--- src/rtl/core/fixed_point_alu_unit_macros.svh ---
// ----------------------------------------------------------------------------
// fixed_point_alu_unit assertion macros
// shared property forms used by the alu top level
// ----------------------------------------------------------------------------
`ifndef FIXED_POINT_ALU_UNIT_MACROS_SVH
`define FIXED_POINT_ALU_UNIT_MACROS_SVH

// same-cycle implication, reset masks the check
`define FPA_ASSERT_NOW(label, ante, cons) \
  label: assert property (@(posedge clk) disable iff (rst) (ante) |-> (cons)) \
    else $error("fixed_point_alu_unit same-cycle check failed");

// next-cycle implication, reset masks the check
`define FPA_ASSERT_NEXT(label, ante, cons) \
  label: assert property (@(posedge clk) disable iff (rst) (ante) |=> (cons)) \
    else $error("fixed_point_alu_unit next-cycle check failed");

`endif

--- src/rtl/core/fpa_pkg.sv ---
// ----------------------------------------------------------------------------
// fpa_pkg
// shared widths, opcodes and stage payload type of the fixed-point alu
// ----------------------------------------------------------------------------
`timescale 1ns / 1ps

package fpa_pkg;

  localparam int DATA_W        = 32;
  localparam int OP_W          = 4;
  localparam int FRAC_BITS_DEF = 8;

  localparam logic [OP_W-1:0] OP_ADD  = 4'd0;
  localparam logic [OP_W-1:0] OP_SUB  = 4'd1;
  localparam logic [OP_W-1:0] OP_MUL  = 4'd2;
  localparam logic [OP_W-1:0] OP_DIV  = 4'd3;
  localparam logic [OP_W-1:0] OP_INC  = 4'd4;
  localparam logic [OP_W-1:0] OP_DEC  = 4'd5;
  localparam logic [OP_W-1:0] OP_MIN  = 4'd6;
  localparam logic [OP_W-1:0] OP_MAX  = 4'd7;
  localparam logic [OP_W-1:0] OP_ITOF = 4'd8;
  localparam logic [OP_W-1:0] OP_FTOI = 4'd9;

  // result and flags that ride alongside the divider
  typedef struct packed {
    logic [DATA_W-1:0] res;
    logic              is_div;
    logic              neg;
    logic              lt;
    logic              eq;
    logic              gt;
    logic              dz;
  } side_t;

endpackage

--- src/rtl/core/fpa_front.sv ---
// ----------------------------------------------------------------------------
// fpa_front
// first stage: decode, the non-multiply non-divide ops, 32x32 product and divider setup
// ----------------------------------------------------------------------------
`timescale 1ns / 1ps

module fpa_front import fpa_pkg::*; #(
  parameter int FRAC_BITS = FRAC_BITS_DEF,
  parameter int DW        = DATA_W + FRAC_BITS
) (
  input  logic                     clk,
  input  logic                     rst,
  input  logic                     ce,
  input  logic                     in_valid,
  input  logic [OP_W-1:0]          opcode,
  input  logic signed [DATA_W-1:0] operand_a,
  input  logic signed [DATA_W-1:0] operand_b,
  output logic                     out_valid,
  output side_t                    out_side,
  output logic [DW-1:0]            out_dividend,
  output logic [DATA_W-1:0]        out_divisor
);

  logic                         valid;
  logic signed [2*DATA_W-1:0]   prod;
  logic                         is_mul;
  side_t                        side;
  logic [DW-1:0]                dividend;
  logic [DATA_W-1:0]            divisor;

  side_t                        side_next;
  logic [DATA_W-1:0]            abs_a;
  logic [DATA_W-1:0]            abs_b;

  always_comb begin
    abs_a = operand_a[DATA_W-1] ? (~operand_a + 1'b1) : operand_a;
    abs_b = operand_b[DATA_W-1] ? (~operand_b + 1'b1) : operand_b;
    side_next.lt     = operand_a < operand_b;
    side_next.eq     = operand_a == operand_b;
    side_next.gt     = operand_a > operand_b;
    side_next.is_div = (opcode == OP_DIV) && (operand_b != '0);
    side_next.dz     = (opcode == OP_DIV) && (operand_b == '0);
    side_next.neg    = operand_a[DATA_W-1] ^ operand_b[DATA_W-1];
    case (opcode)
      OP_ADD:  side_next.res = operand_a + operand_b;
      OP_SUB:  side_next.res = operand_a - operand_b;
      OP_INC:  side_next.res = operand_a + 1'b1;
      OP_DEC:  side_next.res = operand_a - 1'b1;
      OP_MIN:  side_next.res = (operand_a < operand_b) ? operand_a : operand_b;
      OP_MAX:  side_next.res = (operand_a > operand_b) ? operand_a : operand_b;
      OP_ITOF: side_next.res = operand_a << FRAC_BITS;
      OP_FTOI: side_next.res = operand_a >>> FRAC_BITS;
      default: side_next.res = '0;
    endcase
  end

  always_ff @(posedge clk) begin
    if (rst) begin
      valid <= 1'b0;
    end else if (ce) begin
      valid <= in_valid;
    end
  end

  always_ff @(posedge clk) begin
    if (ce) begin
      prod     <= operand_a * operand_b;
      is_mul   <= opcode == OP_MUL;
      side     <= side_next;
      dividend <= DW'(abs_a) << FRAC_BITS;
      divisor  <= abs_b;
    end
  end

  // multiply result is a fixed slice of the registered product
  always_comb begin
    out_side = side;
    if (is_mul) begin
      out_side.res = prod[FRAC_BITS +: DATA_W];
    end
  end

  assign out_valid    = valid;
  assign out_dividend = dividend;
  assign out_divisor  = divisor;

endmodule

--- config.mk ---
export PLATFORM = sky130hd
export DESIGN_NAME = fpa_front
export DESIGN_NICKNAME = d
export VERILOG_FILES = /design/src/rtl/core/fixed_point_alu_unit_macros.svh /design/src/rtl/core/fpa_pkg.sv /design/src/rtl/core/fpa_front.sv
export SDC_FILE = /design/constraint.sdc
export NUM_CORES = 2
export LEC_CHECK = 0
export ABC_AREA = 1
export BUFFER_PORTS_ARGS = -buffer_cell sky130_fd_sc_hd__buf_2
export CORE_ASPECT_RATIO = 1.4
export CORE_MARGIN = 1
export CORE_UTILIZATION = 25
export CTS_BUF_LIST = sky130_fd_sc_hd__clkbuf_2 sky130_fd_sc_hd__clkbuf_4 sky130_fd_sc_hd__clkbuf_8
export CTS_CLUSTER_SIZE = 20
export DETAILED_ROUTE_END_ITERATION = 7
export PLACE_DENSITY_LB_ADDON = 0.3
export SYNTH_ARGS = -nofsm -noshare
export SYNTH_HDL_FRONTEND = slang
export SYNTH_SLANG_ARGS = --single-unit
--- constraint.sdc ---
create_clock -name clk -period 12.25 [get_ports clk]
set_clock_uncertainty 0.1 [all_clocks]
set_input_delay 0.6125 -clock clk [delete_from_list [all_inputs] [get_ports clk]]
set_output_delay 0.6125 -clock clk [all_outputs]
set_load 0.01 [all_outputs]
==> flow_summary.ini <==
[sta]
rsz0062_at_grt = false
setup_slack_ns = 4.216
slew_viol_final = 0
whs_ns = 0.08705
finalHoldViolations = 0
timing.final.crit_period_ns = 8.034
clock.fmax_ghz = 0.1245
fin_tns_setup_ns = 0
finalSetupViolCount = 0
worstMarginPinSlew_ns = 1.247
slew_headroom = 0.1686
fin_crit_sh = 0.6558

[synth]
synth_mux_area_frac = 0.009527
ys_top_cells_by_area = fa_1 (33%), inv_1 (14%), nand2_1 (13%), edfxtp_1 (10%), ha_1 (8.0%)
synth_warnings = 0
syn_area_per_cell_um2 = 7.265
synthCells = 5351
ys.flop_type = edfxtp_1
synthTopCellsByCount = inv_1 (1419), nand2_1 (1337), fa_1 (645), nor2_1 (315), ha_1 (250)
yosys.area_share.adder = 0.4126
post_synth_num_cell_types = 58
yosys.area_share.simple = 0.2165
yosys.area.top_type_share = 0.3321
ys_seq_elements = 136
ys_seq_area_frac = 0.1048
synth_top_cell_by_area = fa_1
synth_xor_area_frac = 0.02523
synth_most_common_cell = inv_1
synth_top_family_by_area = adder cells
synth_edf_count = 135
synth_compound_area_frac = 0.06665
synth_area_um2 = 38880
synth-async-reset-ratio = 0

[drt]
vias_per_cell = 4.754
first_pass_iters = 6
wirelength_um = 179400
dr.first_iter.drc_count = 2451
vias = 35410
wl_per_cell_um = 24.08
drt_drc_violations_left = 0
ant_nets = 0

[place]
portBuffers = 174
hpwl_um = 139100
place.gp.congestion = 1.020
place_ws_ns = 3.575

[floorplan]
die_area_um2 = 157100
pin_count = 183
coreArea_um2 = 153800
dieWidth_um = 335.3
start_util = 0.2528
row_count = 170
die_h_um = 468.6

[setup_path]
crit_type = in2reg
end_kind = flop
crit_buf_inv = 9
r2r-end = out_valid$_SDFFE_PP0P_
rr_startpoint = out_valid$_SDFFE_PP0P_
crit_fanout = 34
crit_cells = 26
ff2ff_setup_slack_ns = 11.57
r2r_cells = 2
cp.required_ns = 12.53
slowest_stage = buf_2
critical_path.top_delay_family = adder cells
worst_ep_arrival_time_ns = 8.31
worstSetupStartpointType = primary input
max_stage_delay_ns = 0.88

[clock_network]
cts.path.max_buffers = 2
clk_pin_slew_worst_paths_ns = 0.13
clk_latency_ns = 0.63
htreeDepth = 4
cts_buffers = 17
clkSinkCount = 136
cts_tree = built
clock-root-buffer = clkbuf_8

[cells_and_area]
nets = 6331
post-route-util = 0.2745
drive_gt1_frac = 0.06230
area_delta_synth_final_pct = 8.584

[worst_hold_path]
min_path_cells = 1
hold_start = operand_b[0]
hold_path_class = in2reg
hold_end = out_divisor[0]$_DFFE_PP_

[grt]
grt_start_max_net_pins = 55
antenna_found_initial = 13
grt_pass1_wl_um = 257400
gr-total-overflow = 0
grtUsageTotal = 0.2295
grt_pass1_vias = 37393

[status]
status = complete, no violations

[flow_run]
maxCapViolCount = 0
[kinds of logic (layout without fill, tap and decap cells)]
| kind of cell | after synthesis | after routing |
|---|---|---|
| multiplexers | 33 | 33 |
| adder cells (fa/ha/maj) | 895 | 895 |
| XOR/XNOR | 112 | 112 |
| AND/OR/NAND/NOR | 2050 | 2050 |
| AO/OA/AOI/OAI | 455 | 455 |
| other | 1 | 15 |
| flip-flops | 136 | 136 |
| buffers and inverters | 1669 | 1688 |
[worst max path at each step]
stage	start	endpoint	slack (ns)
final	operand_b[9]	prod[31]$_DFFE_PP_	4.22
after global routing	operand_b[9]	prod[31]$_DFFE_PP_	3.95
after CTS	operand_b[9]	prod[31]$_DFFE_PP_	4.29
after detailed placement	operand_b[9]	prod[31]$_DFFE_PP_	3.58
after global placement	operand_b[9]	prod[31]$_DFFE_PP_	3.60
after floorplan	operand_b[11]	prod[39]$_DFFE_PP_	5.03
[per-layer routing]
| layer | global-route usage | part of all wire |
|---|---|---|
| met1 | 0.2457 | 0.36 |
| met2 | 0.4137 | 0.50 |
| met3 | 0.02982 | 0.051 |
| met4 | 0.1656 | 0.084 |
| met5 | 0 | 0.000056 |
[layout by cell type, fill, tap and decap left out, types with 4 or more instances in the layout]
cell	n
inv_1	1419
nand2_1	1337
fa_1	645
nor2_1	314
ha_1	250
nand3_1	244
a21oi_1	177
buf_2	173
o21ai_0	135
edfxtp_1	135
xor2_1	97
buf_4	57
nand4_1	43
nor3_1	34
mux2_2	32
nand3b_1	28
o21bai_1	26
o21ai_1	17
clkbuf_8	17
a21o_1	16
a31oi_1	16
o211ai_1	16
o22ai_1	16
xnor2_1	15
nand2_2	13
a21boi_0	11
nor4_1	10
o21a_1	8
conb_1	8
diode_2	7
nor2_2	6
inv_6	5
nor3_2	4
[what timing repair did]
| action | CTS | global route |
|---|---|---|
| hold buffers | 1 | 0 |
| endpoints found under the setup margin | 0 | 0 |
| hold endpoints to repair | 1 | 0 |
| resized for setup | 0 | 0 |
| buffers inserted | 0 | 0 |
[layout make-up]
class	count	area, µm²
fillers	17022	111600
multi-input cells	3553	28440
inverters	1424	5346
flip-flops and latches	136	4074
well taps	2064	2582
repair buffers	232	1315
clock buffers	17	234.0
clock inverters	15	201.4
diodes	7	17.52
[per-stage QoR]
stage               instance area [µm²]  instances
floorplan                         38900       5358
global placement                  41750       7408
detailed placement                41750       7408
CTS                               42200       7441
global route                      42200       7443
finish                            42210       7448
[state kept, by name, indices dropped and copies added, names as in the netlist]
register / count
side: 32
is_mul: 1
out_valid: 1
out_divisor: 32
prod: 32
out_dividend: 32
out_side: 6
Power is left out: the tool's default activity adds up to more than one toggle a clock period on the data nets, which glitch-free logic cannot reach.
